===== src/hw/rtl/cdh_pkg.sv =====
package cdh_pkg;

  // Vector components carry the sample scaled by 2^24, plus growth and sign.
  localparam int XY_W      = 43;
  localparam int FRAC_W    = 24;
  localparam int SAMPLE_W  = 16;
  localparam int ANG_W     = 32;
  localparam int HEAD_W    = 15;
  localparam int DECL_W    = 15;
  localparam int ATAN_LEN  = 24;
  localparam int FULL_TURN = 23040;

  localparam logic signed [DECL_W-1:0] DECL_RESET = 15'sd110;
  localparam logic [ANG_W-1:0]         HALF_TURN  = 32'h8000_0000;

  // atan(2^-i) as a 32-bit binary angle
  localparam logic [ANG_W-1:0] ATAN_TAB [ATAN_LEN] = '{
    32'h20000000, 32'h12E4051E, 32'h09FB385B, 32'h051111D4,
    32'h028B0D43, 32'h0145D7E1, 32'h00A2F61E, 32'h00517C55,
    32'h0028BE53, 32'h00145F2F, 32'h000A2F98, 32'h000517CC,
    32'h00028BE6, 32'h000145F3, 32'h0000A2FA, 32'h0000517D,
    32'h000028BE, 32'h0000145F, 32'h00000A30, 32'h00000518,
    32'h0000028C, 32'h00000146, 32'h000000A3, 32'h00000051
  };

  typedef struct packed {
    logic signed [XY_W-1:0] x;
    logic signed [XY_W-1:0] y;
    logic [ANG_W-1:0]       ang;
    logic                   zero;
  } vec_t;

endpackage


===== src/hw/rtl/cdh_prep.sv =====
module cdh_prep (
  input  logic                                 clk,
  input  logic                                 rst,
  input  logic                                 en,
  input  logic                                 in_valid,
  input  logic signed [cdh_pkg::SAMPLE_W-1:0]  field_y,
  input  logic signed [cdh_pkg::SAMPLE_W-1:0]  field_x,
  output logic                                 out_valid,
  output cdh_pkg::vec_t                        out_vec
);

  localparam int EXT_W = cdh_pkg::XY_W - cdh_pkg::FRAC_W - cdh_pkg::SAMPLE_W;

  logic signed [cdh_pkg::XY_W-1:0] xs;
  logic signed [cdh_pkg::XY_W-1:0] ys;
  cdh_pkg::vec_t                   vec_next;

  always_comb begin
    xs = {{EXT_W{field_x[cdh_pkg::SAMPLE_W-1]}}, field_x, {cdh_pkg::FRAC_W{1'b0}}};
    ys = {{EXT_W{field_y[cdh_pkg::SAMPLE_W-1]}}, field_y, {cdh_pkg::FRAC_W{1'b0}}};
    vec_next.zero = (field_x == '0) && (field_y == '0);
    // fold the left half-plane onto the right one, starting at 180 degrees
    if (field_x[cdh_pkg::SAMPLE_W-1]) begin
      vec_next.x   = -xs;
      vec_next.y   = -ys;
      vec_next.ang = cdh_pkg::HALF_TURN;
    end else begin
      vec_next.x   = xs;
      vec_next.y   = ys;
      vec_next.ang = '0;
    end
  end

  always_ff @(posedge clk) begin
    if (rst) begin
      out_valid <= 1'b0;
    end else if (en) begin
      out_valid <= in_valid;
    end
  end

  always_ff @(posedge clk) begin
    if (en) begin
      out_vec <= vec_next;
    end
  end

endmodule


===== config.mk =====
export PLATFORM = sky130hd
export DESIGN_NAME = cdh_prep
export DESIGN_NICKNAME = d
export VERILOG_FILES = /design/src/hw/rtl/cdh_pkg.sv /design/src/hw/rtl/cdh_prep.sv
export SDC_FILE = /design/constraint.sdc
export NUM_CORES = 1
export LEC_CHECK = 0
export BUFFER_PORTS_ARGS = -buffer_cell sky130_fd_sc_hd__buf_2
export CAP_MARGIN = 20
export CELL_PAD_IN_SITES_DETAIL_PLACEMENT = 0
export CELL_PAD_IN_SITES_GLOBAL_PLACEMENT = 1
export CORE_ASPECT_RATIO = 0.8
export CORE_MARGIN = 3
export CORE_UTILIZATION = 34
export DETAILED_ROUTE_END_ITERATION = 7
export PLACE_DENSITY = 0.86
export SLEW_MARGIN = 10
export SYNTH_ARGS = -nofsm -noshare
export SYNTH_HDL_FRONTEND = slang
export SYNTH_SLANG_ARGS = --single-unit

===== constraint.sdc =====
create_clock -name clk -period 4.9 [get_ports clk]
set_input_delay 0.49 -clock clk [delete_from_list [all_inputs] [get_ports clk]]
set_output_delay 0.49 -clock clk [all_outputs]
set_load 0.01 [all_outputs]

==> Implementation_results.wiki <==
{| class="wikitable"
! Metric !! Value
|-
| Die area || 8670 um2
|-
| Remaining number of nets flagged by the antenna check after routing || 0
|-
| Length in cells of the worst reg-to-reg path || 2
|-
| Register area share after synthesis || between 40 and 50%
|-
| Drt initial violations || 86
|-
| Data required, critical path || 4.92 ns
|-
| Remaining Overflow, GRT || 0
|-
| Final count of hold timing violations || 0
|-
| Number of enable-type register cells in the synthesized netlist || 40
|-
| Sw power || 223 uW
|-
| Average vias per placed instance || 4.10
|-
| Post-route insts no fill || 406
|-
| TritonCTS clock tree || built
|-
| Ratio of cells with drive above 1 in the final layout || 30.2%
|-
| Area of combinational cells with multiple inputs || 1010 um2
|-
| Standby leakage power || around 1.2 nW
|-
| Crit Path Max Fanout || 7
|-
| Root buf cell || sky130_fd_sc_hd__clkbuf_8
|-
| Post-CTS Repair Setup Buffers || 0
|-
| Synth Cell Area || 2580 um2
|-
| Non-Filler Cell Area, Final || 2890 um2
|-
| Relative contribution of sequential cells to total power || 49.8%
|-
| Actual transition at the worst max-transition pin || a little over 0.9 ns
|-
| Worst Hold Path Cells || 2
|-
| Number of global-route vias before repair || 1418
|-
| Cell with the most instances after synthesis || sky130_fd_sc_hd__buf_4
|-
| Max H-tree Level || 2
|-
| Clock Power Share || 31.8%
|-
| Run status || finished, final reports clean
|-
| Slack of the critical path || 3.04 ns
|-
| Register bit count reported by yosys || 41
|-
| I/O pin total || 156
|-
| Dpl cell area || 2770 um2
|-
| Data arrival time of the critical path || between 1.5 and 2 ns
|-
| CTS clk-pin slew, worst paths || 0.08 ns
|-
| Cell count after synthesis || 227
|-
| CTS Hold Buffers Added || 0
|-
| Synth top area cells || sky130_fd_sc_hd__edfxtp_1, sky130_fd_sc_hd__buf_4, sky130_fd_sc_hd__xnor2_1, sky130_fd_sc_hd__o41ai_2, sky130_fd_sc_hd__o41ai_1
|-
| Crit path launch type || primary input
|-
| Count of warnings emitted by yosys || 0
|-
| Switching share of power || 25.7%
|-
| Clock latency on the worst-skew pair || roughly 0.28 ns
|-
| Count of input and output buffers || 76
|-
| Buffer levels on the longest clock path || 2
|-
| Pin count of the biggest net entering global routing || 42
|-
| Post-DR wirelength/cell || 11.8 um
|-
| Post-synthesis async set-or-reset flop share || 0%
|-
| Power density normalized to cell area || 302 nW/um2
|-
| Endpoint class of the critical path || flop
|-
| RSZ-0062 raised after global routing || false
|-
| Overall global routing resource usage || 9.91%
|-
| Overall power after layout || 870 uW
|-
| Worst Path Class, Setup || primary input to flop
|-
| Final Net Count || around 340
|-
| Post-Place Setup Slack || ~2.7 ns
|-
| Synth Flop Type || sky130_fd_sc_hd__edfxtp_1
|-
| Cell internal power dissipation || about 650 uW
|-
| Crit path time final || 1.86 ns
|-
| Clock sinks || 41
|-
| Placed Cells || 398
|-
| Die boundary width || between 100 and 150 um
|-
| Kind of path behind the tightest hold check || primary input to flop
|-
| Largest area contributor in the synthesized netlist || sky130_fd_sc_hd__edfxtp_1
|-
| Antenna Diode Count || 0
|-
| Post-CTS Resized || 0
|-
| First-pass GRT wire length || 6.94 mm
|-
| Fin. max-slew vios || 0
|-
| Final TNS setup || 0 ns
|-
| Final Wtd Congestion || 0.831
|-
| Max Fclk || 537 MHz
|-
| Layout Utilization || 40.5%
|-
| Mean instance size in the synthesized netlist || 11.4 um2
|-
| Via total after detailed routing || 1665
|-
| Detailed Routing Iterations Pass 1 || 5
|-
| Wire length reported by the detailed router || 4.80 mm
|-
| Count of different cell masters after synthesis || 30
|-
| Fillers || 698
|-
| Post-synth top area share || 46.6%
|-
| Most common library cells after synthesis || sky130_fd_sc_hd__buf_4, sky130_fd_sc_hd__edfxtp_1, sky130_fd_sc_hd__xnor2_1
|-
| Total of endpoints with negative setup slack in the final report || 0
|-
| Part of the total power dissipated in combinational logic || 18.3%
|-
| Ratio of final minimum period to clock period || between 30% and 40%
|-
| Register Area || 1220 um2
|-
| Worst IR drop on VDD || roughly 0.16 mV
|-
| Hold slack final || 0.353 ns
|-
| HPWL Detailed || 3.69 mm
|-
| Clock Skews || 0 ns
|-
| Growth of design area from synthesis to finish || 11.9%
|-
| Headroom to the max-slew limit || 38.0%
|-
| Post-route DRC || 0
|-
| Die extent in y || 83.9 um
|-
| Max-cap viol count || 0
|-
| Starting density of the core || a little over a third
|-
| Area of the placeable core || ~7100 um2
|-
| Number of CTS-inserted buffers || 5
|-
| Row cnt || 27
|-
| Initial antenna violation count || 0
|}
-- power groups by stage --
stage	Sequential (mW)	Clock, mW	Combinational [mW]
2_1_floorplan	0.462	0	0.117
3_3_place_gp	0.442	0	0.156
3_5_place_dp	0.442	0	0.158
4_1_cts	0.434	0.287	0.158
5_1_grt	0.436	0.301	0.176
6_report	0.433	0.277	0.160
-- cells in the final DEF (no fill, tap or decap), types with 2 or more instances in the layout --
cell type and n:
sky130_fd_sc_hd__a31oi_1 2, sky130_fd_sc_hd__a41oi_1 2, sky130_fd_sc_hd__buf_2 76, sky130_fd_sc_hd__clkbuf_8 6, sky130_fd_sc_hd__conb_1 82, sky130_fd_sc_hd__edfxtp_1 40
sky130_fd_sc_hd__ha_1 2, sky130_fd_sc_hd__inv_1 6, sky130_fd_sc_hd__nand2_1 5, sky130_fd_sc_hd__nand2b_1 2, sky130_fd_sc_hd__nor2_1 4, sky130_fd_sc_hd__nor3_1 2
sky130_fd_sc_hd__nor4_1 4, sky130_fd_sc_hd__o21ai_0 9, sky130_fd_sc_hd__o31ai_1 5, sky130_fd_sc_hd__o41ai_1 6, sky130_fd_sc_hd__o41ai_2 4, sky130_fd_sc_hd__or2_2 2
sky130_fd_sc_hd__or3_1 4, sky130_fd_sc_hd__or4_1 6, sky130_fd_sc_hd__xnor2_1 22, sky130_fd_sc_hd__xor2_1 5
-- registers in the layout (all words and copies together), names as in the netlist --
| register | flops |
|---|---|
| out_vec | 40 |
| out_valid | 1 |
-- path summary, 6_finish.rpt --
path                          start                      to  slack, ns
min                             rst  out_valid$_SDFFE_PP0P_       0.35
min reg2reg  out_valid$_SDFFE_PP0P_  out_valid$_SDFFE_PP0P_       0.50
max                      field_y[1]   out_vec[73]$_DFFE_PP_       3.04
max reg2reg  out_valid$_SDFFE_PP0P_  out_valid$_SDFFE_PP0P_       4.32
-- cells by family (layout without fill, tap and decap cells) --
family / count (synthesis) / in the layout / synth area share (%)
buffers and inverters: 93 / 90 / 25.1
DFF: 41 / 41 / 47.4
and+or+nand+nor: 33 / 33 / 7.76
AOI/OAI and AO/OA: 29 / 29 / 9.12
xor gates and xnor gates: 27 / 27 / 9.17
adders and majority gates: 2 / 2 / 0.970
other: 1 / 82 / 0.145
muxes: 1 / 1 / 0.388
-- layout make-up --
cell class | count | share of cell area, %
inverters | 6 | 0.781
flip-flops and latches | 41 | 42.3
multi-input cells | 174 | 35.2
clock inverters | 2 | 1.30
well taps | 101 | 4.38
repair buffers | 76 | 13.2
clock buffers | 6 | 2.86
-- per-layer routing --
metal  GRT usage [%]  share of wire, %  wire, um
met1            12.3                40      1930
met2            16.4                48      2290
met3            2.17                11       512
met4            3.88               1.3        64
met5               0                 0         0
-- critical path: stages --
cell and delay, ns:
sky130_fd_sc_hd__buf_2 0.11, sky130_fd_sc_hd__inv_1 0.06, sky130_fd_sc_hd__ha_1 0.14, sky130_fd_sc_hd__or3b_1 0.47
sky130_fd_sc_hd__nor4_1 0.45, sky130_fd_sc_hd__o21ai_0 0.15
Note: power is estimated with default switching activity, not from simulation.
