$ cat src/hw/rtl/cdh_pkg.sv
package cdh_pkg;

  // Vector components carry the sample scaled by 2^24, plus growth and sign.
  localparam int XY_W      = 43;
  localparam int FRAC_W    = 24;
  localparam int SAMPLE_W  = 16;
  localparam int ANG_W     = 32;
  localparam int HEAD_W    = 15;
  localparam int DECL_W    = 15;
  localparam int ATAN_LEN  = 24;
  localparam int FULL_TURN = 23040;

  localparam logic signed [DECL_W-1:0] DECL_RESET = 15'sd110;
  localparam logic [ANG_W-1:0]         HALF_TURN  = 32'h8000_0000;

  // atan(2^-i) as a 32-bit binary angle
  localparam logic [ANG_W-1:0] ATAN_TAB [ATAN_LEN] = '{
    32'h20000000, 32'h12E4051E, 32'h09FB385B, 32'h051111D4,
    32'h028B0D43, 32'h0145D7E1, 32'h00A2F61E, 32'h00517C55,
    32'h0028BE53, 32'h00145F2F, 32'h000A2F98, 32'h000517CC,
    32'h00028BE6, 32'h000145F3, 32'h0000A2FA, 32'h0000517D,
    32'h000028BE, 32'h0000145F, 32'h00000A30, 32'h00000518,
    32'h0000028C, 32'h00000146, 32'h000000A3, 32'h00000051
  };

  typedef struct packed {
    logic signed [XY_W-1:0] x;
    logic signed [XY_W-1:0] y;
    logic [ANG_W-1:0]       ang;
    logic                   zero;
  } vec_t;

endpackage

$ cat src/hw/rtl/cdh_scale.sv
module cdh_scale (
  input  logic                               clk,
  input  logic                               rst,
  input  logic                               en,
  input  logic                               in_valid,
  input  cdh_pkg::vec_t                      in_vec,
  input  logic signed [cdh_pkg::DECL_W-1:0]  decl,
  output logic                               out_valid,
  output logic [cdh_pkg::HEAD_W-1:0]         heading
);

  localparam int PROD_W = 48;
  localparam int H_W    = PROD_W - cdh_pkg::ANG_W;
  localparam int SUM_W  = H_W + 1;

  localparam logic signed [SUM_W-1:0] TURN_S = SUM_W'(cdh_pkg::FULL_TURN);

  logic [cdh_pkg::ANG_W-1:0]  ang_eff;
  logic [PROD_W-1:0]          prod;
  logic                       mid_valid;
  logic [H_W-1:0]             h;
  logic signed [SUM_W-1:0]    sum;
  logic signed [SUM_W-1:0]    wrapped;

  // binary angle to 1/64 degree, rounding halves up
  always_comb begin
    ang_eff = in_vec.zero ? '0 : in_vec.ang;
    prod    = {{(PROD_W - cdh_pkg::ANG_W){1'b0}}, ang_eff} * PROD_W'(cdh_pkg::FULL_TURN)
              + PROD_W'(cdh_pkg::HALF_TURN);
  end

  always_ff @(posedge clk) begin
    if (rst) begin
      mid_valid <= 1'b0;
    end else if (en) begin
      mid_valid <= in_valid;
    end
  end

  always_ff @(posedge clk) begin
    if (en) begin
      h <= prod[PROD_W-1:cdh_pkg::ANG_W];
    end
  end

  // h spans 0..23040 and the offset stays within half a 15-bit range,
  // so one correction either way lands in 0..23039
  always_comb begin
    sum = $signed({1'b0, h}) + $signed({{(SUM_W - cdh_pkg::DECL_W){decl[cdh_pkg::DECL_W-1]}},
                                        decl});
    if (sum[SUM_W-1]) begin
      wrapped = sum + TURN_S;
    end else if (sum >= TURN_S) begin
      wrapped = sum - TURN_S;
    end else begin
      wrapped = sum;
    end
  end

  always_ff @(posedge clk) begin
    if (rst) begin
      out_valid <= 1'b0;
    end else if (en) begin
      out_valid <= mid_valid;
    end
  end

  always_ff @(posedge clk) begin
    if (en) begin
      heading <= wrapped[cdh_pkg::HEAD_W-1:0];
    end
  end

endmodule
$ cat config.mk
export PLATFORM = sky130hd
export DESIGN_NAME = cdh_scale
export DESIGN_NICKNAME = d
export VERILOG_FILES = /design/src/hw/rtl/cdh_pkg.sv /design/src/hw/rtl/cdh_scale.sv
export SDC_FILE = /design/constraint.sdc
export NUM_CORES = 1
export LEC_CHECK = 0
export ABC_CLOCK_PERIOD_IN_PS = 7100
export BUFFER_PORTS_ARGS = -buffer_cell sky130_fd_sc_hd__buf_4
export CAP_MARGIN = 5
export CORE_AREA = 2 2 112 114
export DETAILED_ROUTE_END_ITERATION = 8
export DIE_AREA = 0 0 114 116
export PLACE_DENSITY = 0.78
export REMOVE_ABC_BUFFERS = 1
export SYNTH_ARGS = -nofsm -noshare
export SYNTH_HDL_FRONTEND = slang
export SYNTH_SLANG_ARGS = --single-unit
$ cat constraint.sdc
create_clock -name clk -period 7.1 [get_ports clk]
set_input_delay 0.355 -clock clk [delete_from_list [all_inputs] [get_ports clk]]
set_output_delay 0.355 -clock clk [all_outputs]
set_load 0.01 [all_outputs]
==> results.yml <==
grt:
  grt_remaining_overflow: 0
  maximum_number_of_pins_on_one_net_before_global_route_repair: 51
  grt.busiest_layer: "met2"
  global_route.usage.met2: 0.346
  initial_antenna_violation_count: 0
  track_usage: 0.192
  grt.met1_usage: 0.239
  via_count_of_the_first_global_routing_pass: 5129
  grt_first_pass_wirelength_um: 21500
  global_route.usage.met3: 0.0235
power:
  ir_drop_v: 0.000103
  leakage_component_of_the_power_nw: 3.39
  power_per_cell_area_nw_per_um2: 252
  power_w: 0.00176
yosys:
  netlist-cell-type-count: 70
  netlist_area_um2: 6190
  synth-edff-count: 31
  asyncSetResetFlopFracSynth: 0
  synthCells: 720
  synth.area.top_cells: "sky130_fd_sc_hd__ha_1 (17%), sky130_fd_sc_hd__edfxtp_1 (15%), sky130_fd_sc_hd__fa_1 (10%), sky130_fd_sc_hd__xnor2_1 (8.9%), sky130_fd_sc_hd__inv_1 (5.2%)"
  yosysWarningCount: 0
  seq_area_frac_synth: 0.157
  synth_flop_cell: "sky130_fd_sc_hd__edfxtp_1"
  yosys.area.top_type_share: 0.170
  register_bit_total_from_synthesis: 33
  yosysTopAreaCell: "sky130_fd_sc_hd__ha_1"
  synth_area_per_cell_um2: 8.60
min_path:
  timing.hold.worst.class: "input pin to flop"
  hold_path_end: "mid_valid"
  hold_depth: 2
  hold_path.startpoint: "rst"
critical_path:
  critical_path.n_buffers_inverters: 3
  ff2ff_path_depth: 16
  end_kind: "flop"
  startpoint_type: "input pin"
  path_delay_family: "simple AND/OR/NAND/NOR gates"
  regToRegEndpoint: "heading[12]"
  r2r-start: "h[0]"
  r2r_slack_ns: 3.22
  critPathSlowestCell: "sky130_fd_sc_hd__nor4b_2"
  crit_type: "input pin to flop"
  cp.required_ns: 7.12
  critical_path.max_fanout: 50
  path_cells: "buf_4 > nor2b_1 > nand2_1 > xnor2_1 > ha_1 > inv_1 > fa_1 > inv_1 > ha_1 > a21oi_1 > nand2_1 > nor2_1 > or4b_4 > a31oi_1 > xor2_1 > nand4b_1 > nor4b_2 > nand4_1 > a21oi_1 > xnor2_1"
  worst-endpoint-arrival_ns: 5.27
  critical-path-max-stage-delay_ns: 0.53
timing:
  maxClockFrequency_ghz: 0.191
  totalNegativeSetupSlack_ns: 0
  tightest_slew_ns: 0.595
  final-max-slew-violation-count: 0
  hold_viol_final: 0
  period_minus_slack_ns: 5.25
  rsz0062_at_grt: "no"
  clock-skew-final_ns: 0.00223
  timing.hold.ws_ns: 0.257
  finalSetupViolCount: 0
  timing.max_slew.rel_slack: 0.602
  final.period_utilization: 0.739
clock_tree:
  root_buffer: "sky130_fd_sc_hd__clkbuf_16"
  cts-buffers-inserted: 5
  clkLatencyLatePin_ns: 0.28
  cts.htree.levels: 2
  cts_tree: "yes"
  clk_pin_slew_ns: 0.05
  cts_num_sinks: 33
  cts.repair.resized: 0
  cts_setup_buffers: 0
  cts_hold_buffers: 0
  max-clock-path-buffers: 2
finish:
  finish.net_count: 1036
  drive_above_1_share: 0.117
  n_antenna_cell: 0
  area.growth.synth_to_final_pct: 13.1
floorplan:
  num_rows: 40
  die-area_um2: 13200
  floorplan.core_area_um2: 11900
  floorplan.initialDensity: 0.520
  die_w_um: 114
  fp.dieH_um: 116
  floorplan.io_pins: 154
drt:
  drtIter0Drc: 216
  dr_total_vias: 5112
  per_cell_routed_wire_length_um: 13.5
  viasPerCell: 5.50
  drt-pass1-iter-count: 5
  routed_wl_um: 12500
  route.detailed.drc: 0
  ant_nets: 0
placement:
  globalplace.congestion: 0.925
  dp.final_hpwl_um: 10500
  port_buffers: 67
run:
  cap_viol_max_count: 0
run_status:
  result_of_the_run: "finished clean"
==> Yosys cell counts (all sizes together), types with 7 or more instances <==
library cell  number
ha                84
nand3b             7
clkbuf            10
nor3              14
fa                32
xor2              37
nand4              8
nor2b             26
nand3             13
nand2             50
o21ai             21
a21o              26
and3              10
edfxtp            31
nor2              51
nand2b            15
a31oi              8
inv               86
a21oi             32
xnor2             63
==> per-stage QoR <==
stage | utilization | setup slack [ns] | instance area [µm²] | cells
finish | 0.588 | 1.85 | 7010 | 930
global route | 0.588 | 1.51 | 7010 | 930
CTS | 0.588 | 1.87 | 7010 | 930
detailed placement | 0.574 | 1.60 | 6830 | 922
global placement | 0.574 | 1.68 | 6830 | 922
floorplan | - | 2.52 | 6150 | 708
==> area by class of cell <==
class / instances / area, µm²
clock inverter: 1 / 30.0
tap: 147 / 184
fill: 1058 / 4900
multi-input combinational: 589 / 4850
timing repair buffer: 67 / 503
clock buffer: 7 / 143
sequential: 33 / 971
inverter: 86 / 323
==> worst max path at each step <==
stage	endpoint	slack, ns	depth (start not counted)	start
3_5_place_dp	h[11]	1.60	20	in_vec[0]
4_1_cts	h[11]	1.87	20	in_vec[0]
6_report	h[11]	1.85	20	in_vec[0]
3_3_place_gp	h[11]	1.68	20	in_vec[0]
5_1_grt	h[11]	1.51	20	in_vec[0]
2_1_floorplan	h[11]	2.52	19	in_vec[18]
==> cell usage in the layout, fill, tap and decap left out, drive strengths merged, types with 4 or more instances in the layout <==
| cell type | instances |
|---|---|
| inv | 86 |
| ha | 84 |
| buf | 67 |
| xnor2 | 63 |
| nor2 | 51 |
| nand2 | 50 |
| xor2 | 37 |
| a21oi | 32 |
| fa | 32 |
| edfxtp | 31 |
| nor2b | 26 |
| a21o | 26 |
| o21ai | 21 |
| nand2b | 15 |
| nor3 | 14 |
| nand3 | 13 |
| and3 | 10 |
| a31oi | 8 |
| nand4 | 8 |
| nand3b | 7 |
| clkbuf | 7 |
| and2 | 6 |
| a31o | 6 |
| o21bai | 5 |
| maj3 | 5 |
| o211ai | 5 |
| o31ai | 5 |
| mux2i | 5 |
| o21a | 4 |
| nor3b | 4 |
==> logic make-up (layout without fill, tap and decap cells) <==
| group | after synthesis | count (layout) | share of synthesized area |
|---|---|---|---|
| AND/OR/NAND/NOR | 225 | 225 | 0.194 |
| AO/OA/AOI/OAI | 137 | 137 | 0.154 |
| adder cells (fa/ha/maj) | 121 | 121 | 0.281 |
| XOR/XNOR | 101 | 101 | 0.146 |
| buffers and inverters | 98 | 161 | 0.0596 |
| flip-flops | 33 | 33 | 0.157 |
| multiplexers | 5 | 5 | 0.00808 |
==> power breakdown <==
part | switching, W | internal [W] | total [W]
clock network | 0.0000732 | 0.000175 | 0.000248
logic | 0.000647 | 0.000516 | 0.00116
registers | 0.0000203 | 0.000331 | 0.000352
total | 0.000740 | 0.00102 | 0.00176
==> routing by layer <==
metal	vias to the layer above	wire (µm)	part of all wire
met1	2326	5770	0.46
met5	-	0	0
met2	128	6020	0.48
met4	0	308	0.025
met3	24	423	0.034
li1	2634	-	-
==> registers in the layout (all words and copies together), names as in the netlist <==
name	cells
h	16
heading	15
mid_valid	1
out_valid	1
==> worst register-to-register path: stages, from the launching register on <==
cell                       delay [ns]
sky130_fd_sc_hd__edfxtp_1        0.35
sky130_fd_sc_hd__ha_1            0.17
sky130_fd_sc_hd__inv_1           0.05
sky130_fd_sc_hd__fa_1            0.40
sky130_fd_sc_hd__nor2b_1         0.13
sky130_fd_sc_hd__o21ai_1         0.08
sky130_fd_sc_hd__a21boi_1        0.37
sky130_fd_sc_hd__o21ai_0         0.24
sky130_fd_sc_hd__o21ai_0         0.20
sky130_fd_sc_hd__o311a_1         0.27
sky130_fd_sc_hd__inv_1           0.09
sky130_fd_sc_hd__ha_1            0.24
sky130_fd_sc_hd__o41a_1          0.12
sky130_fd_sc_hd__o21ai_0         0.17
sky130_fd_sc_hd__a21oi_1         0.18
sky130_fd_sc_hd__o41ai_1         0.40
sky130_fd_sc_hd__xor2_1          0.13
(Power assumes the default switching activity.)
