### config.mk
export PLATFORM = sky130hd
export DESIGN_NAME = cdh_cordic_stage
export DESIGN_NICKNAME = d
export VERILOG_FILES = /design/src/hw/rtl/cdh_pkg.sv /design/src/hw/rtl/cdh_cordic_stage.sv
export SDC_FILE = /design/constraint.sdc
export NUM_CORES = 1
export LEC_CHECK = 0
export BUFFER_PORTS_ARGS = -buffer_cell sky130_fd_sc_hd__buf_2
export CAP_MARGIN = 20
export CORE_MARGIN = 4
export CORE_UTILIZATION = 49
export CTS_CLUSTER_SIZE = 40
export DETAILED_ROUTE_END_ITERATION = 16
export HOLD_SLACK_MARGIN = 0.08
export PLACE_DENSITY = 0.73
export SKIP_CTS_REPAIR_TIMING = 1
export SYNTH_ARGS = -nofsm -noshare
export SYNTH_HDL_FRONTEND = slang
export SYNTH_SLANG_ARGS = --single-unit
### constraint.sdc
create_clock -name clk -period 4.46 [get_ports clk]
set_input_delay 0.223 -clock clk [delete_from_list [all_inputs] [get_ports clk]]
set_output_delay 0.223 -clock clk [all_outputs]
set_load 0.05 [all_outputs]
### src/hw/rtl/cdh_pkg.sv
package cdh_pkg;

  // Vector components carry the sample scaled by 2^24, plus growth and sign.
  localparam int XY_W      = 43;
  localparam int FRAC_W    = 24;
  localparam int SAMPLE_W  = 16;
  localparam int ANG_W     = 32;
  localparam int HEAD_W    = 15;
  localparam int DECL_W    = 15;
  localparam int ATAN_LEN  = 24;
  localparam int FULL_TURN = 23040;

  localparam logic signed [DECL_W-1:0] DECL_RESET = 15'sd110;
  localparam logic [ANG_W-1:0]         HALF_TURN  = 32'h8000_0000;

  // atan(2^-i) as a 32-bit binary angle
  localparam logic [ANG_W-1:0] ATAN_TAB [ATAN_LEN] = '{
    32'h20000000, 32'h12E4051E, 32'h09FB385B, 32'h051111D4,
    32'h028B0D43, 32'h0145D7E1, 32'h00A2F61E, 32'h00517C55,
    32'h0028BE53, 32'h00145F2F, 32'h000A2F98, 32'h000517CC,
    32'h00028BE6, 32'h000145F3, 32'h0000A2FA, 32'h0000517D,
    32'h000028BE, 32'h0000145F, 32'h00000A30, 32'h00000518,
    32'h0000028C, 32'h00000146, 32'h000000A3, 32'h00000051
  };

  typedef struct packed {
    logic signed [XY_W-1:0] x;
    logic signed [XY_W-1:0] y;
    logic [ANG_W-1:0]       ang;
    logic                   zero;
  } vec_t;

endpackage

### src/hw/rtl/cdh_cordic_stage.sv
module cdh_cordic_stage #(
  parameter int SHIFT = 0
) (
  input  logic          clk,
  input  logic          rst,
  input  logic          en,
  input  logic          in_valid,
  input  cdh_pkg::vec_t in_vec,
  output logic          out_valid,
  output cdh_pkg::vec_t out_vec
);

  logic signed [cdh_pkg::XY_W-1:0] xs;
  logic signed [cdh_pkg::XY_W-1:0] ys;
  cdh_pkg::vec_t                   vec_next;

  always_comb begin
    xs = in_vec.x >>> SHIFT;
    ys = in_vec.y >>> SHIFT;
    vec_next.zero = in_vec.zero;
    // drive y toward zero
    if (!in_vec.y[cdh_pkg::XY_W-1]) begin
      vec_next.x   = in_vec.x + ys;
      vec_next.y   = in_vec.y - xs;
      vec_next.ang = in_vec.ang + cdh_pkg::ATAN_TAB[SHIFT];
    end else begin
      vec_next.x   = in_vec.x - ys;
      vec_next.y   = in_vec.y + xs;
      vec_next.ang = in_vec.ang - cdh_pkg::ATAN_TAB[SHIFT];
    end
  end

  always_ff @(posedge clk) begin
    if (rst) begin
      out_valid <= 1'b0;
    end else if (en) begin
      out_valid <= in_valid;
    end
  end

  always_ff @(posedge clk) begin
    if (en) begin
      out_vec <= vec_next;
    end
  end

endmodule

==> results of run 1 <==
-- cells by family after synthesis --
group | after synthesis | synth area share (%)
and+or+nand+nor | 363 | 15.4
buffers and inverters | 200 | 6.77
DFF | 119 | 29.5
adders and majority gates | 146 | 15.4
xor gates and xnor gates | 77 | 5.58
AOI/OAI and AO/OA | 469 | 25.4
muxes | 23 | 1.91
-- metal layers --
metal  vias to the layer above  share of wire [%]  GRT usage (%)
met2                       648                 45           45.8
met5                         -                  0              0
li1                       5527                  -              -
met3                        83                8.4           4.12
met4                         0                2.3           8.17
met1                      5610                 45           40.9
-- final cells by class --
| class | instances | area share [%] |
|---|---|---|
| clock buffer | 20 | 3.24 |
| clock inverter | 12 | 0.973 |
| inverter | 135 | 3.52 |
| multi-input combinational | 1078 | 53.5 |
| sequential | 119 | 24.8 |
| tap | 324 | 2.82 |
| timing repair buffer | 285 | 11.2 |
-- worst register-to-register path, cell delays in order, from the launching register on --
cell           delay [ns]
dfxtp_1              0.31
mux2i_1              0.13
nor2_1               0.05
dlygate4sd3_1        0.54
-- Yosys cell counts (all sizes together) (3+ instances only) --
master / instances
a21oi: 168
ha: 142
inv: 133
nor2: 120
edfxtp: 118
o21ai: 89
nand2: 71
xnor2: 65
a21o: 37
buf: 34
clkbuf: 31
o21bai: 29
nor3: 27
nand3: 24
nand4: 24
mux2i: 23
o31ai: 20
nor2b: 18
a31oi: 17
nor4: 17
a211oi: 16
o21a: 13
and3: 12
xor2: 12
nand2b: 11
o211ai: 9
and2: 8
or2: 8
a211o: 6
a221oi: 6
or3: 6
a2111oi: 5
a21boi: 5
nand4b: 5
a221o: 4
fa: 4
o22ai: 4
o31a: 4
o41ai: 4
a311o: 3
a31o: 3
nand3b: 3
o2111ai: 3
o221ai: 3
-- power by group through the flow --
| stage | Clock (W) | Combinational, W | Sequential [W] |
|---|---|---|---|
| finish | 0.00147 | 0.00215 | 0.00150 |
| global route | 0.00154 | 0.00228 | 0.00151 |
| CTS | 0.00148 | 0.00210 | 0.00150 |
| detailed placement | 0 | 0.00208 | 0.00152 |
| global placement | 0 | 0.00208 | 0.00152 |
| floorplan | 0 | 0.000946 | 0.00209 |
-- how the worst max path moves through the flow --
stage / startpoint / endpoint / slack (ns)
2_1_floorplan: in_vec[33] / out_vec[114] / 1.68
3_3_place_gp: in_vec[37] / out_vec[114] / 0.79
3_5_place_dp: in_vec[37] / out_vec[102] / 0.74
4_1_cts: in_vec[37] / out_vec[102] / 1.19
5_1_grt: in_vec[37] / out_vec[118] / 0.93
6_report: in_vec[39] / out_vec[117] / 1.08
-- per-stage QoR --
stage	cells	hold slack, ns	power (W)	area (um2)	util [%]
after global placement	1909	0.381	0.00359	13500	55.5
after global routing	1973	0.113	0.00533	14400	59.4
final	1973	0.106	0.00512	14400	59.4
after CTS	1941	-0.0619	0.00508	14100	58.0
after detailed placement	1909	0.387	0.00360	13500	55.5
after floorplan	1397	0.295	0.00304	12100	-
-- sequential cells by signal, summed over array words and instances (netlist names) --
signal     cells
out_vec      118
out_valid      1
==> summary.txt, run 1 <==
Place
  – RePlAce Congestion: 1.03
  – IO Port Bufs: 242
  – Detailed placer's ending HPWL: 31700 um
  – Pre-CTS setup slack: 0.740 ns

Critical path
  – Crit-path max cell delay: 0.70 ns
  – Most common cell on crit path: inv_1
  – Worst path slowest cell: a2111oi_2
  – Crit-path max FO: 11
  – CP cell instances: buf_2 > inv_1 > ha_1 > inv_1 > a21oi_1 > o31ai_1 > a211oi_2 > nor2_2 > a221oi_2 > a2111oi_2 > o41ai_1 > or4b_1
  – CP Capture Type: flip-flop
  – Stages on worst setup path: 12
  – CP Class: in2reg
  – WP data arrival: 3.53 ns
  – Worst R2R Start: out_valid
  – WP buf/inv: 3
  – Setup slack, reg-to-reg: 3.31 ns
  – R2R Path End: out_valid
  – Worst-case reg-to-reg path depth: 3
  – CP required: 4.61 ns
  – CP delay by family, top: compound AO/OA/AOI/OAI gates
  – Crit start category: input port

Final layout
  – Commonest non-fill, non-tap cell in the layout: buf_2
  – Most frequent cells in the layout: buf_2 (241), a21oi_1 (167), ha_1 (142)
  – Antenna Cells: 0
  – # nets final: 1905
  – Fraction of layout cells with a size suffix above 1: 20.0%
  – Sequential standard cell area: 0.00356 mm2
  – # fillers: 2226
  – Area growth from synthesis to layout: 19.2%
  – Multi-input logic area: 0.00770 mm2

Min path
  – Worst Hold End: out_vec[30]
  – Min-delay src: in_vec[30]
  – Hold crit path type: in2reg
  – WHS Path Cells: 2

GRT
  – Initial antenna violation count: 0
  – Vias in the first global route: 11000
  – Global-route wire length before repair: 61600 um
  – Grt ovf: 0
  – Pin count of the biggest net entering global routing: 101
  – GRT Overall Usage: 28.8%

Pwr
  – Power per cell area: 356 mW/mm2
  – Leakage power: 6.48 nW
  – Power share of the combinational group: 42.0%
  – VDD IR-drop max: 0.203 mV
  – Clock group share of total power: 28.8%
  – Internal power: 0.00293 W
  – Net Sw Power: 0.00219 W
  – Flop pwr share: 29.3%
  – Fraction of power spent switching nets: 42.7%

Synthesis
  – #FFs+latches synth: 119
  – Synth area leader: edfxtp_1
  – Post-synth EDFFs: 118
  – Largest cells by area after synthesis: edfxtp_1 (29%), ha_1 (15%), a21oi_1 (6.9%), xnor2_1 (4.7%), inv_1 (4.0%)
  – Synthesized area per cell: 8.64 um2
  – Sequential share of the synthesized area: 29.5%
  – Post-synth top flop: edfxtp_1
  – Synth cell types: 97
  – Post-synth ARST share: 0%
  – Post-synth net total: 1666
  – Synth top area share: 29.3%
  – Mapped Cells: 1397
  – Cell area after synthesis: 0.0121 mm2
  – Warnings, synthesis: 0

Drt
  – Routed WL: 41200 um
  – Drt first pass iters: 7
  – Average vias per placed instance: 6.02
  – DRT antenna net count: 0
  – Post-detailed-route DRC marker count: 0
  – Via count: 11900
  – 1st-iter DRT viols: 1377
  – Post-DR wirelength/cell: 20.9 um

Clocking
  – Total CTS buffers: 17
  – CTS tree: built
  – Clk buf depth: 2
  – Root Driver: clkbuf_16
  – CTS sink cnt: 119
  – Clk_lat worst skew: 0.42 ns
  – Clock Pin Slew Worst Setup and Hold Paths: 0.06 ns
  – H-tree depth: 4

Floorplanning
  – Die Wd: 165 um
  – Core Footprint: 0.0242 mm2
  – Cell row count: 57
  – Initial Utilization: 49.8%
  – Die Area: 0.0272 mm2
  – Num ports: 243
  – Die Y-Extent: 165 um

STA
  – Setup tns final: 0 ns
  – # setup viols final: 0
  – Setup WS post-layout: 1.08 ns
  – Fin. Hold Viols: 0
  – Slew @ Worst Pin: 1.08 ns
  – Slew HR: 28.0%
  – Peak Freq: 296 MHz
  – RSZ-0062 raised after global routing: no
  – Fin crit share: 75.7%
  – Max-slew violations: 0
  – Clock Skews: 0 ns
  – Tmin final: 3.38 ns

Job
  – Max Cap Violations: 0

Status
  – Status: completed
Note: power is estimated with default switching activity, not from simulation.
==> run 2: changes to the inputs <==
==> constraint.sdc (replaced) <==
create_clock -name clk -period 3.35 [get_ports clk]
set_input_delay 0.1675 -clock clk [delete_from_list [all_inputs] [get_ports clk]]
set_output_delay 0.1675 -clock clk [all_outputs]
set_load 0.05 [all_outputs]
==> run 2 against run 1 <==
Compared with the run above: cell count increased by 7.2%; first-iteration DRC count decreased by 7.4%; critical path depth rose by 1; highest routed layer unchanged; count of clock-buffer cells in the layout decreased by 2; via count grew 3.6%; combinational power is 45% higher; clock skew stayed put; die area is the same; critical endpoint is now out_vec[118]; critical path type unchanged; register-to-register slack got worse by 1.1 ns; total power up 38%; setup slack lost 0.89 ns.
==> summary.txt, run 2 (synthesis results as in run 1) <==
GRT
  – Global-route wire length before repair: 65600 um
  – Vias in the first global route: 11700
  – Pin count of the biggest net entering global routing: 107
  – Initial antenna violation count: 0
  – GRT Overall Usage: 31.3%
  – Grt ovf: 0

Pwr
  – Flop pwr share: 28.2%
  – Fraction of power spent switching nets: 42.6%
  – Power share of the combinational group: 44.1%
  – VDD IR-drop max: 0.301 mV
  – Clock group share of total power: 27.7%
  – Leakage power: 7.18 nW
  – Internal power: 0.00405 W
  – Power per cell area: 455 mW/mm2
  – Net Sw Power: 0.00300 W

Place
  – RePlAce Congestion: 1.03
  – Placed Area: 0.0146 mm2
  – Detailed placer's ending HPWL: 35100 um
  – IO Port Bufs: 242
  – Pre-CTS setup slack: -0.0576 ns
  – Placed cell count: 2051

Drt
  – DRT antenna net count: 0
  – Average vias per placed instance: 5.81
  – Drt first pass iters: 6
  – 1st-iter DRT viols: 1275
  – Post-DR wirelength/cell: 20.9 um
  – Via count: 12300
  – Routed WL: 44200 um
  – Post-detailed-route DRC marker count: 0

Floorplanning
  – Die Y-Extent: 165 um
  – Initial Utilization: 49.8%
  – Cell row count: 57
  – Die Area: 0.0272 mm2
  – Core Footprint: 0.0242 mm2
  – Die Wd: 165 um
  – Num ports: 243

Clocking
  – Total CTS buffers: 17
  – Clock Pin Slew Worst Setup and Hold Paths: 0.06 ns
  – H-tree depth: 4
  – CTS sink cnt: 119
  – CTS tree: built
  – Clk_lat worst skew: 0.43 ns
  – Root Driver: clkbuf_16
  – Clk buf depth: 2

Final layout
  – Largest registers: out_vec: 118 flops, out_valid: 1 flops
  – # fillers: 2091
  – Most frequent cells in the layout: buf_2 (241), a21oi_1 (167), buf_4 (151)
  – Most flops, register: out_vec
  – Max reg flops: 118
  – Post-route cell area: 0.0155 mm2
  – # nets final: 2048
  – Final Non-Filler Cells: 2116
  – Antenna Cells: 0
  – Fraction of layout cells with a size suffix above 1: 26.3%
  – Commonest non-fill, non-tap cell in the layout: buf_2
  – Area growth from synthesis to layout: 28.4%

STA
  – Peak Freq: 317 MHz
  – Tmin final: 3.16 ns
  – Fin. Hold Viols: 0
  – Slew HR: 31.1%
  – Setup WS post-layout: 0.192 ns
  – RSZ-0062 raised after global routing: no
  – Max-slew violations: 0
  – Fin crit share: 94.3%
  – Fin Hold WS: 0.0789 ns
  – # setup viols final: 0
  – Slew @ Worst Pin: 1.02 ns
  – Clock Skews: 0 ns
  – Setup tns final: 0 ns

Min path
  – Hold crit path type: in2reg
  – Min-delay src: in_vec[118]

Critical path
  – CP Class: in2reg
  – CP Capture Type: flip-flop
  – Crit start category: input port
  – Crit-path max FO: 3
  – Worst R2R Start: out_valid
  – CP cell instances: buf_2 > inv_1 > ha_1 > fa_1 > nor2b_1 > o21bai_1 > a2111oi_2 > nor3_1 > o31ai_2 > a21boi_1 > o31ai_1 > nand3_1 > xnor2_1
  – WP data arrival: 3.33 ns
  – Worst path slowest cell: o31ai_1
  – Worst Setup SP: in_vec[76]
  – WP buf/inv: 2
  – CP required: 3.53 ns
  – Crit-path max cell delay: 0.49 ns
  – CP delay by family, top: compound AO/OA/AOI/OAI gates

Job
  – Max Cap Violations: 0

Status
  – Status: completed
run 2: final timing paths:
kind,depth (start not counted),end,slack (ns)
max,13,out_vec[118],0.19
min,2,out_vec[118],0.08
max reg2reg,3,out_valid,2.19
min reg2reg,3,out_valid,1.07
run 2: area by class of cell:
cell class              count  area [um2]  share of cell area [%]
clock buffers              18         439                    2.83
clock inverters            14         161                    1.04
inverters                 135         507                    3.27
multi-input cells        1078        7700                    49.6
flip-flops and latches    119        3560                    23.0
well taps                 324         405                    2.62
repair buffers            428        2730                    17.6
run 2: per-stage QoR:
step                      util, %  total power, W
after global routing         63.9         0.00734
final                        63.9         0.00705
after CTS                    62.6         0.00700
after detailed placement     60.1         0.00504
after floorplan                 -         0.00404
after global placement       60.1         0.00503
run 2: power groups by stage:
stage	Combinational, W	Clock [W]	Sequential [W]
detailed placement	0.00302	0	0.00202
global placement	0.00301	0	0.00202
floorplan	0.00126	0	0.00278
finish	0.00311	0.00195	0.00199
CTS	0.00304	0.00196	0.00199
global route	0.00330	0.00203	0.00201
run 2: routing by layer:
layer	vias to the layer above	track usage (%)	wire length [um]
met5	-	0	0
met4	0	10.1	1280
met3	89	5.71	3940
met2	647	50.1	20000
met1	5732	42.7	18900
li1	5826	-	-
